`config.mk`:
```
export PLATFORM = sky130hd
export DESIGN_NAME = obstacle_avoidance_drive_controller
export DESIGN_NICKNAME = d
export VERILOG_FILES = /design/src/rtl/core/oadc_pkg.sv /design/src/rtl/core/obstacle_avoidance_drive_controller.sv
export VERILOG_INCLUDE_DIRS = /design/src /design/src/rtl/core
export SDC_FILE = /design/constraint.sdc
export NUM_CORES = 1
export LEC_CHECK = 0
export BUFFER_PORTS_ARGS = -buffer_cell sky130_fd_sc_hd__buf_2
export CAP_MARGIN = 30
export CORE_ASPECT_RATIO = 1.4
export CORE_MARGIN = 1
export CORE_UTILIZATION = 60
export CTS_CLUSTER_SIZE = 40
export DETAILED_ROUTE_END_ITERATION = 7
export PLACE_DENSITY = 0.76
export SETUP_SLACK_MARGIN = 0.4
export SLEW_MARGIN = 40
export SYNTH_ARGS = -nofsm -noshare
export SYNTH_HDL_FRONTEND = slang
export SYNTH_SLANG_ARGS = --single-unit
export TNS_END_PERCENT = 30
```
`constraint.sdc`:
```
create_clock -name clk_i -period 19.7 [get_ports clk_i]
set_input_delay 0 -clock clk_i [delete_from_list [all_inputs] [get_ports clk_i]]
set_output_delay 0 -clock clk_i [all_outputs]
set_load 0.02 [all_outputs]
```
`src/rtl/core/assert_macros.svh`:
```
// Assertion helpers used by the RTL of this block.
`ifndef ASSERT_MACROS_SVH
`define ASSERT_MACROS_SVH

// Checked at every rising clock edge while reset is released.
`define OADC_ASSERT(lbl, prop, msg) \
  lbl: assert property (@(posedge clk_i) disable iff (!rst_ni) prop) else $error(msg);

// Checked at every rising clock edge, including during reset.
`define OADC_ASSERT_ALWAYS(lbl, prop, msg) \
  lbl: assert property (@(posedge clk_i) prop) else $error(msg);

`endif

```
`src/rtl/core/oadc_pkg.sv`:
```
package oadc_pkg;

  localparam int unsigned DistW   = 11;
  localparam int unsigned TicksW  = 16;
  localparam int unsigned ByteW   = 8;
  localparam int unsigned InDataW = 24;
  localparam int unsigned OutDataW = 16;
  localparam int unsigned CfgDataW = 11;

  // Division by 56 is a shift by 3 followed by a multiply with the
  // reciprocal of 7, exact for all 13-bit values.
  localparam int unsigned RecipShift = 16;
  localparam logic [13:0] Recip7 = 14'd9363;

  localparam logic [3:0] PatStraight = 4'b1001;
  localparam logic [3:0] PatLeft     = 4'b0101;
  localparam logic [3:0] PatRight    = 4'b1010;
  localparam logic [3:0] PatBack     = 4'b0110;
  localparam logic [3:0] PatStop     = 4'b0000;

  localparam logic [1:0] SensLeft  = 2'd1;
  localparam logic [1:0] SensRight = 2'd2;
  localparam logic [1:0] SensBoth  = 2'd3;

  localparam logic [7:0] CmdA    = 8'h41;
  localparam logic [7:0] CmdB    = 8'h42;
  localparam logic [7:0] CmdC    = 8'h43;
  localparam logic [7:0] CmdD    = 8'h44;
  localparam logic [7:0] CmdE    = 8'h45;
  localparam logic [7:0] CmdF    = 8'h46;
  localparam logic [7:0] CmdHalt = 8'h30;

  typedef enum logic [1:0] {
    RegNear   = 2'd0,
    RegClear  = 2'd1,
    RegHalt   = 2'd2,
    RegPeriod = 2'd3
  } cfg_reg_e;

  typedef enum logic [3:0] {
    PhChkL   = 4'd0,
    PhLoopL  = 4'd1,
    PhChkR   = 4'd2,
    PhLoopR  = 4'd3,
    PhChkB   = 4'd4,
    PhSmpL   = 4'd5,
    PhSmpR   = 4'd6,
    PhLoopB  = 4'd7,
    PhManual = 4'd8
  } phase_e;

  typedef struct packed {
    logic             manual_active;
    logic [ByteW-1:0] report_byte;
    logic             report_valid;
    logic [1:0]       next_sensor;
    logic [3:0]       motor_pins;
  } result_t;

endpackage

```
`src/rtl/core/obstacle_avoidance_drive_controller.sv`:
```
// Path: an accepted item is held in the input register, and its result in the
// result register, from which it can be taken.
// Throughput: one item per cycle while the output is not stalled; the state update
// and the divide by 56 sit in the single logic stage between the two registers.
// Reset: asynchronous, active low; limits return to 20/30/10/20, the pass
// restarts at the left check in automatic mode driving straight.
`include "assert_macros.svh"

module obstacle_avoidance_drive_controller
  import oadc_pkg::*;
(
  input  logic                clk_i,
  input  logic                rst_ni,
  input  logic                s_tvalid_i,
  output logic                s_tready_o,
  input  logic [InDataW-1:0]  s_tdata_i,   // echo_ticks[15:0], rx_byte[23:16]
  input  logic                s_tuser_i,   // kind
  output logic                m_tvalid_o,
  input  logic                m_tready_i,
  output logic [OutDataW-1:0] m_tdata_o,   // motor_pins[3:0], next_sensor[5:4],
                                           // report_valid[6], report_byte[14:7],
                                           // manual_active[15]
  input  logic                cfg_valid_i,
  output logic                cfg_ready_o,
  input  logic [1:0]          cfg_index_i,
  input  logic [CfgDataW-1:0] cfg_data_i
);

  logic [DistW-1:0] near_q, clear_q;
  logic [ByteW-1:0] halt_q, period_q;

  logic               in_vld_q;
  logic               in_kind_q;
  logic [TicksW-1:0]  in_ticks_q;
  logic [ByteW-1:0]   in_rx_q;

  logic               out_vld_q;
  result_t            out_q, res_d;

  phase_e             phase_q, phase_d;
  logic               manual_q, manual_d;
  logic [ByteW-1:0]   cmd_q, cmd_d;
  logic [DistW-1:0]   left_q, left_d;
  logic [ByteW-1:0]   count_q, count_d;
  logic [3:0]         pat_q, pat_d;

  logic               advance;
  logic [26:0]        prod;
  logic [DistW-1:0]   distance;
  logic [ByteW-1:0]   front, count_inc, cmd_eff;
  logic               rep_valid;

  assign cfg_ready_o = 1'b1;
  assign advance     = !out_vld_q || m_tready_i;
  assign s_tready_o  = !in_vld_q || advance;
  assign m_tvalid_o  = out_vld_q;
  assign m_tdata_o   = out_q;

  always_ff @(posedge clk_i or negedge rst_ni) begin
    if (!rst_ni) begin
      near_q   <= DistW'(20);
      clear_q  <= DistW'(30);
      halt_q   <= ByteW'(10);
      period_q <= ByteW'(20);
    end else if (cfg_valid_i) begin
      unique case (cfg_reg_e'(cfg_index_i))
        RegNear:   near_q   <= cfg_data_i;
        RegClear:  clear_q  <= cfg_data_i;
        RegHalt:   halt_q   <= cfg_data_i[ByteW-1:0];
        RegPeriod: period_q <= cfg_data_i[ByteW-1:0];
        default: ;
      endcase
    end
  end

  always_ff @(posedge clk_i or negedge rst_ni) begin
    if (!rst_ni) begin
      in_vld_q <= 1'b0;
    end else if (s_tready_o) begin
      in_vld_q <= s_tvalid_i;
    end
  end

  always_ff @(posedge clk_i) begin
    if (s_tready_o && s_tvalid_i) begin
      in_kind_q  <= s_tuser_i;
      in_ticks_q <= s_tdata_i[15:0];
      in_rx_q    <= s_tdata_i[23:16];
    end
  end

  assign prod      = 27'(in_ticks_q[15:3]) * 27'(Recip7);
  assign distance  = prod[26:16];
  assign front     = distance[ByteW-1:0];
  assign count_inc = count_q + 8'd1;

  always_comb begin
    phase_d   = phase_q;
    manual_d  = manual_q;
    cmd_d     = cmd_q;
    left_d    = left_q;
    count_d   = count_q;
    pat_d     = pat_q;
    rep_valid = 1'b0;
    cmd_eff   = cmd_q;
    if (in_kind_q) begin
      manual_d = 1'b1;
      cmd_d    = in_rx_q;
    end else begin
      unique case (phase_q)
        PhLoopL: begin
          if (distance >= clear_q) begin
            pat_d   = PatStraight;
            phase_d = PhChkR;
          end
        end
        PhChkR: begin
          if (distance < near_q) begin
            pat_d   = PatRight;
            phase_d = PhLoopR;
          end else begin
            pat_d   = PatStraight;
            phase_d = PhChkB;
          end
        end
        PhLoopR: begin
          if (distance >= clear_q) begin
            pat_d   = PatStraight;
            phase_d = PhChkB;
          end
        end
        PhChkB: begin
          if (distance < near_q) begin
            phase_d = PhSmpL;
          end else begin
            pat_d   = PatStraight;
            phase_d = manual_q ? PhManual : PhChkL;
          end
        end
        PhSmpL: begin
          left_d  = distance;
          phase_d = PhSmpR;
        end
        PhSmpR: begin
          pat_d   = (left_q > distance) ? PatRight : PatLeft;
          phase_d = PhLoopB;
        end
        PhLoopB: begin
          if (distance >= clear_q) begin
            pat_d   = PatStraight;
            phase_d = manual_q ? PhManual : PhChkL;
          end
        end
        PhManual: begin
          if (count_inc == period_q) begin
            rep_valid = 1'b1;
            count_d   = '0;
          end else begin
            count_d = count_inc;
          end
          if (front < halt_q) begin
            pat_d   = PatStop;
            cmd_eff = CmdHalt;
          end
          cmd_d = cmd_eff;
          unique case (cmd_eff)
            CmdA:    pat_d    = PatStraight;
            CmdB:    pat_d    = PatLeft;
            CmdC:    pat_d    = PatRight;
            CmdD:    pat_d    = PatBack;
            CmdE:    pat_d    = PatStop;
            CmdF:    manual_d = 1'b0;
            default: ;
          endcase
          if (cmd_eff == CmdF) begin
            phase_d = PhChkL;
          end
        end
        default: begin
          if (distance < near_q) begin
            pat_d   = PatLeft;
            phase_d = PhLoopL;
          end else begin
            pat_d   = PatStraight;
            phase_d = PhChkR;
          end
        end
      endcase
    end

    res_d.motor_pins    = pat_d;
    res_d.report_valid  = rep_valid;
    res_d.report_byte   = rep_valid ? front : '0;
    res_d.manual_active = (phase_d == PhManual);
    unique case (phase_d)
      PhChkR, PhLoopR, PhSmpR:   res_d.next_sensor = SensRight;
      PhChkB, PhLoopB, PhManual: res_d.next_sensor = SensBoth;
      default:                   res_d.next_sensor = SensLeft;
    endcase
  end

  always_ff @(posedge clk_i or negedge rst_ni) begin
    if (!rst_ni) begin
      phase_q  <= PhChkL;
      manual_q <= 1'b0;
      cmd_q    <= '0;
      left_q   <= '0;
      count_q  <= '0;
      pat_q    <= PatStraight;
    end else if (in_vld_q && advance) begin
      phase_q  <= phase_d;
      manual_q <= manual_d;
      cmd_q    <= cmd_d;
      left_q   <= left_d;
      count_q  <= count_d;
      pat_q    <= pat_d;
    end
  end

  always_ff @(posedge clk_i or negedge rst_ni) begin
    if (!rst_ni) begin
      out_vld_q <= 1'b0;
    end else if (advance) begin
      out_vld_q <= in_vld_q;
    end
  end

  always_ff @(posedge clk_i) begin
    if (advance && in_vld_q) begin
      out_q <= res_d;
    end
  end

  `OADC_ASSERT(a_manual_phase_flag, (phase_q == PhManual) |-> manual_q,
               "manual phase without manual flag")
  `OADC_ASSERT(a_manual_both,
               (out_vld_q && out_q.manual_active) |-> (out_q.next_sensor == SensBoth),
               "manual result must request both sensors")
  `OADC_ASSERT(a_report_zero, (out_vld_q && !out_q.report_valid) |-> (out_q.report_byte == '0),
               "report byte set without report")
  `OADC_ASSERT(a_stage_hold, (in_vld_q && !advance) |=> (in_vld_q && $stable(in_ticks_q)),
               "input stage lost a stalled item")

endmodule

```
==> results of run 1 <==
==> worst paths after layout <==
| kind | depth (start not counted) | to | start |
|---|---|---|---|
| worst min register to register | 1 | cmd_q[1] | in_rx_q[1] |
| worst min-delay path | 5 | near_q[4] | cfg_index_i[1] |
| min in group asynchronous | 2 | clear_q[6] | rst_ni |
| max in group asynchronous | 2 | cmd_q[2] | rst_ni |
| worst max-delay path | 30 | m_tdata_o[5] | in_ticks_q[14] |
| worst max register to register | 30 | m_tdata_o[5] | in_ticks_q[14] |
==> metrics by stage <==
stage / instance area, um2 / util, % / worst slack, ns
after floorplan: 8310 / - / 12.45
after global placement: 8720 / 64.8 / 11.52
after detailed placement: 8720 / 64.9 / 11.24
after CTS: 9630 / 71.6 / 11.23
after global routing: 9640 / 71.7 / 10.78
final: 9640 / 71.7 / 11.21
==> per-layer routing <==
metal	share of wire (%)	GRT usage (%)	vias up	routed length, um
li1	-	-	3033	-
met1	38	30.6	3076	7160
met2	54	52.6	166	10100
met3	3.8	5.37	54	710
met4	3.7	12.9	0	690
met5	0	0	-	0
==> area by class of cell <==
class                           count  area, um2  share of cell area, %
Multi-Input combinational cell    557       4690                   48.7
Sequential cell                   114       3060                   31.7
Timing Repair Buffer               95        669                   6.94
Clock buffer                       22        475                   4.93
Inverter                          122        459                   4.76
Tap cell                          182        228                   2.36
Clock inverter                     10       60.1                  0.623
==> registers in the layout (all words and copies together), names as in the netlist, 11 cells and up <==
| register | flops |
|---|---|
| left_q | 11 |
| near_q | 11 |
| m_tdata_o | 16 |
| clear_q | 11 |
| in_ticks_q | 13 |
==> placed cells by master (no fill, tap or decap), types with 14 or more instances in the layout <==
cell type,count
sky130_fd_sc_hd__nor2_1,44
sky130_fd_sc_hd__nand2b_1,19
sky130_fd_sc_hd__a21oi_1,34
sky130_fd_sc_hd__buf_2,56
sky130_fd_sc_hd__clkbuf_16,18
sky130_fd_sc_hd__o21ai_0,53
sky130_fd_sc_hd__xor2_1,14
sky130_fd_sc_hd__dlygate4sd3_1,37
sky130_fd_sc_hd__ha_1,122
sky130_fd_sc_hd__fa_1,26
sky130_fd_sc_hd__dfrtp_1,64
sky130_fd_sc_hd__edfxtp_1,38
sky130_fd_sc_hd__nand2_1,50
sky130_fd_sc_hd__mux2_2,30
sky130_fd_sc_hd__inv_1,120
==> power by group <==
group	switching (mW)	internal (mW)
combinational	0.391	0.267
sequential	0.0484	0.298
clock	0.108	0.170
total	0.548	0.735
==> timing repair <==
item / 4_1_cts / 5_1_grt
resized for setup: 0 / 0
hold buffers: 37 / 0
endpoints found under the hold margin: 126 / 0
==> worst min-delay path: cells and delay by family <==
kind,cells,cell delay [ns]
buf+inv,2,0.30
simple gates,2,0.13
compound gates,1,0.06
==> kinds of logic (layout without fill, tap and decap cells) <==
logic type | after synthesis | in the layout | share of synthesized area (%)
compound gates | 169 | 169 | 13.5
xor+xnor | 23 | 23 | 2.42
fa+ha+maj | 148 | 148 | 24.6
buf+inv | 143 | 249 | 7.00
flops | 114 | 114 | 36.8
mux | 33 | 33 | 4.42
other cells | 1 | 1 | 0.0451
simple gates | 183 | 183 | 11.2
==> parameters.txt, run 1 <==
Parameter                              Value

Floorplan
  Die outline height ... approximately 140 um
  Placeable core region ... roughly 13000 um2
  I/O Pins ... 62
  Number of standard-cell rows in the floorplan ... 50
  Effective utilization at floorplan ... approximately three fifths
  Overall die area ... between 10000 and 15000 um2
  Floorplan die width ... between 100 and 150 um

Clock tree
  CTS tree ... yes
  TritonCTS Sinks ... between 100 and 150
  Root buffer cell ... sky130_fd_sc_hd__clkbuf_16
  Clk Latency, worst-skew pair ... about 0.42 ns
  CTS buffer count ... 17
  Number of buffers on the longest clock path ... 2
  CTS H-Tree Depth ... 4
  Post-CTS clock slew at the launch and capture registers of the worst setup and hold paths ... around 0.05 ns
  Post-CTS Setup Inserts ... 0

Setup path
  Element type at the critical path start ... flip-flop
  Highest net fanout along the worst path ... 5
  Most used cell along the critical path ... sky130_fd_sc_hd__inv_1
  Cell family with the largest share of critical-path delay ... adder cells
  Delay of the slowest critical-path stage ... between 0.6 and 0.7 ns
  Arrival time worst endpoint ... a little under 9 ns
  Worst path slowest cell ... sky130_fd_sc_hd__a2111oi_1
  Worst Setup Path Type ... flip-flop to flip-flop
  Crit path capture type ... flip-flop
  Worst path required time ... roughly 20 ns
  Worst setup slack for register-to-register paths ... 11.21 ns
  Crit path buf inv count ... 6

Logic synthesis
  Area share of the largest cell type after synthesis ... between 10% and 20%
  Top cell types by occurrence after synthesis ... sky130_fd_sc_hd__ha_1, sky130_fd_sc_hd__inv_1, sky130_fd_sc_hd__dfrtp_1, sky130_fd_sc_hd__o21ai_0, sky130_fd_sc_hd__nand2_1
  Number of enable flip-flop cells after synthesis ... 38
  Ys Warns ... 0
  Largest cells by area after synthesis ... sky130_fd_sc_hd__dfrtp_1, sky130_fd_sc_hd__ha_1, sky130_fd_sc_hd__edfxtp_1
  Netlist area before placement ... 8310 um2
  Cell type contributing the most total cell area after synthesis ... sky130_fd_sc_hd__dfrtp_1
  Mapped Nets ... around 1000
  Synth Register Bits ... 114
  Sequential area share after synthesis ... 36.8%
  Most frequently used cell type in the post-synthesis netlist ... sky130_fd_sc_hd__ha_1
  Top_reg_cell synth ... sky130_fd_sc_hd__dfrtp_1
  Post-Syn Area per Cell ... ~10 um2
  Post-Synthesis Cells ... 814
  Fraction of registers with async set/reset ... roughly 67%
  Number of distinct library cells after synthesis ... 74

Place
  Post-DP HPWL ... ~14 mm
  Cells after DPL ... just over 1000
  RePlAce Congestion ... between 0.9 and 1
  Count of buffers from port buffering ... 57

Cells and area
  Area Overhead vs Synth ... 15.9%
  Post-layout nets ... roughly 1100
  Diodes inserted ... 0
  Share of post-route cells with drive strength above 1 ... approximately 17%
  Number of fillers in the final layout ... about 960
  Number of non-filler instances in the completed layout ... about 1100

STA
  Worst clock skew ... about 0.0076 ns
  Total Negative Setup Slacks ... 0 ns
  Final-report setup violation count ... 0
  Number of max-slew violations in the final report ... 0
  Number of hold-slack violations in the final timing report ... 0
  Final worst path period share ... a little over two fifths
  Post-layout minimum cycle time ... approximately 8.5 ns
  Worst relative slew slack ... approximately 45%
  RSZ-0062 raised after global routing ... no
  Final-layout worst hold slack ... slightly below 0.1 ns
  Maximum clock rate ... ~120 MHz
  Transition time at the pin with the least slew margin ... ~0.83 ns

Pwr
  Largest voltage drop on the vdd net ... 73.8 uV
  Overall power ... 1.28 mW
  Leakage ... 4.65 nW
  Power per Cell Area ... between 100 and 150 nW/um2

Global route
  Antenna violations before repair ... 0
  Vias in the first global route ... 6694
  Largest net degree at the start of global routing ... 77
  Wire length of the first global-routing pass ... 31.1 mm
  GRT Util Overall ... around 28%
  Total grt overflow ... 0

Detailed routing
  DRC violations left ... 0
  Average wire length per cell after detail routing ... about 17 um
  Via-to-Cell Ratio ... 5.74
  Violation count after the first detailed-routing iteration ... 414
  Routed vias ... 6329
  Drt total wl ... between 15 and 20 mm
  Post-detailed-route count of antenna-violating nets ... 0
  DR pass1 iterations ... 5

Min path
  Type of the tightest min-delay check ... input pin to flip-flop

Run status
  Run status ... finished clean

Flow run
  Number of max-cap violations ... 0
Power figures use the tool's default switching activity.
==> run 2: changes to the inputs <==
clock period = 8.5 ns   (was 19.7 ns; I/O delays follow)
==> parameters.txt, run 2 (synthesis gave the netlist of run 1 again) <==
Parameter                              Value

STA
  Transition time at the pin with the least slew margin ... around 0.81 ns
  Final worst path period share ... between 90% and 100%
  Number of max-slew violations in the final report ... 0
  RSZ-0062 raised after global routing ... no
  Total Negative Setup Slacks ... 0 ns
  Maximum clock rate ... approximately 130 MHz
  Post-layout minimum cycle time ... between 7 and 8 ns
  Final-report setup violation count ... 0
  Number of hold-slack violations in the final timing report ... 0
  Final-layout worst hold slack ... approximately 0.094 ns
  PnR worst setup slack ... between 0.7 and 0.8 ns
  Worst relative slew slack ... between 40% and 50%
  Worst clock skew ... slightly above 0.01 ns

Detailed routing
  DRC violations left ... 0
  Violation count after the first detailed-routing iteration ... ~370
  Drt total wl ... about 19 mm
  Average wire length per cell after detail routing ... around 17 um
  Post-detailed-route count of antenna-violating nets ... 0
  Routed vias ... 6387
  DR pass1 iterations ... 5
  Via-to-Cell Ratio ... 5.76

Pwr
  Clock network fraction of total power ... a little under a quarter
  Power per Cell Area ... ~310 nW/um2
  Switching power as a share of total power ... 42.8%
  Leakage ... about 4.7 nW
  Overall power ... 3.03 mW
  Internal power ... 1.73 mW
  Share of power burned in combinational logic ... between 50% and 60%
  Net load switching power ... between 1 and 1.5 mW
  Largest voltage drop on the vdd net ... between 150 and 200 uV
  Flop pwr share ... 26.5%

Setup path
  Arrival time worst endpoint ... roughly 8 ns
  Worst path required time ... roughly 8.7 ns
  Highest net fanout along the worst path ... 5
  Delay of the slowest critical-path stage ... 0.53 ns
  Crit path capture type ... flip-flop
  Element type at the critical path start ... flip-flop
  Worst setup slack for register-to-register paths ... around 0.73 ns
  Most used cell along the critical path ... sky130_fd_sc_hd__fa_1
  Worst Setup Path Type ... flip-flop to flip-flop
  Worst path slowest cell ... sky130_fd_sc_hd__fa_1
  Worst Reg2Reg Path Length in Cells ... 28

Floorplan
  I/O Pins ... 62
  Placeable core region ... 13500 um2
  Number of standard-cell rows in the floorplan ... 50
  Floorplan die width ... between 100 and 150 um
  Die outline height ... 141 um
  Effective utilization at floorplan ... about three fifths
  Overall die area ... approximately 14000 um2

Place
  Cell area reported after detailed placement ... 8720 um2
  Count of buffers from port buffering ... 57
  RePlAce Congestion ... 0.924
  Worst slack after detailed placement ... approximately 0.34 ns
  Post-DP HPWL ... 13.7 mm

Global route
  Largest net degree at the start of global routing ... between 70 and 80
  Vias in the first global route ... 6709
  Wire length of the first global-routing pass ... approximately 31 mm
  Antenna violations before repair ... 0
  GRT Util Overall ... 28.2%
  Total grt overflow ... 0

Clock tree
  TritonCTS Sinks ... 114
  Root buffer cell ... sky130_fd_sc_hd__clkbuf_16
  CTS tree ... yes
  CTS H-Tree Depth ... 4
  CTS buffer count ... 17
  Post-CTS clock slew at the launch and capture registers of the worst setup and hold paths ... approximately 0.06 ns
  Clk Latency, worst-skew pair ... 0.42 ns
  Number of buffers on the longest clock path ... 2

Cells and area
  Share of post-route cells with drive strength above 1 ... 18.2%
  Number of fillers in the final layout ... 944
  Storage element area ... just over 3000 um2
  Commonest cells after routing, fill and taps aside ... sky130_fd_sc_hd__ha_1, sky130_fd_sc_hd__inv_1, sky130_fd_sc_hd__dfrtp_1, sky130_fd_sc_hd__buf_2, sky130_fd_sc_hd__o21ai_0
  Area Overhead vs Synth ... 17.7%
  Largest register FFs ... 16
  Post-layout nets ... about 1100
  Multi-input gate area ... roughly 4700 um2
  Diodes inserted ... 0
  Most common cell after layout, fill and taps aside ... sky130_fd_sc_hd__ha_1
  Fin area ... around 9800 um2

Min path
  Worst Hold Path Cells ... 5
  Type of the tightest min-delay check ... input pin to flip-flop

Flow run
  Number of max-cap violations ... 0

Run status
  Run status ... finished clean
-- run 2: changes by cell type in the layout (fill, tap and decap cells not counted), sizes merged --
cell      delta
buf          +7
bufinv       +1
clkbuf       -5
clkinv       -4
clkinvlp     +1
inv          +7
-- run 2: through the flow --
stage / instances / util [%]
after global placement: 1033 / 64.8
after global routing: 1109 / 72.8
after floorplan: 814 / -
after CTS: 1102 / 71.9
after detailed placement: 1033 / 64.8
final: 1109 / 72.8
-- run 2: timing repair --
| action | 4_1_cts | 5_1_grt |
|---|---|---|
| gates cloned | 0 | 0 |
| hold buffers | 37 | 0 |
| setup endpoints to repair | 1 | 5 |
| endpoints found under the hold margin | 126 | 0 |
| gates resized for setup | 1 | 8 |
| setup buffers | 0 | 6 |
| pin swaps | 0 | 4 |
-- run 2: worst paths after layout --
| check | endpoint | start |
|---|---|---|
| max | m_tdata_o[5] | in_ticks_q[15] |
| min | near_q[4] | cfg_index_i[0] |
| max reg2reg | m_tdata_o[5] | in_ticks_q[15] |
| min reg2reg | cmd_q[2] | in_rx_q[2] |
| max in group asynchronous | left_q[1] | rst_ni |
| min in group asynchronous | clear_q[6] | rst_ni |
-- run 2: layer usage --
layer,part of all wire [%],global-route usage [%],up-vias
met4,3.4,12.2,0
met2,55,52.6,178
met5,0,0,-
li1,-,-,3055
met1,38,30.4,3104
met3,3.7,5.37,50
-- run 2: final cells by class --
cell class	instances	area share, %
Tap cell	182	2.33
Clock inverter	15	1.53
Sequential cell	114	31.2
Inverter	122	4.68
Multi-Input combinational cell	557	48.5
Timing Repair Buffer	102	7.41
Clock buffer	17	4.35
-- run 2: power groups by stage --
stage | logic, mW | clock network [mW] | registers (mW)
after floorplan | 1.12 | 0 | 0.767
after global placement | 1.38 | 0 | 0.802
after detailed placement | 1.44 | 0 | 0.808
after CTS | 1.49 | 0.707 | 0.800
after global routing | 1.73 | 0.729 | 0.819
final | 1.53 | 0.700 | 0.804
-- run 2: worst max-delay path, delay by kind of cell (launching register included) --
| kind | cells | cell delay (ns) |
|---|---|---|
| AND/OR/NAND/NOR | 2 | 0.48 |
| XOR/XNOR | 1 | 0.27 |
| flip-flops | 1 | 0.46 |
| AO/OA/AOI/OAI | 14 | 3.05 |
| buffers and inverters | 4 | 0.31 |
| adder cells (fa/ha/maj) | 7 | 2.96 |
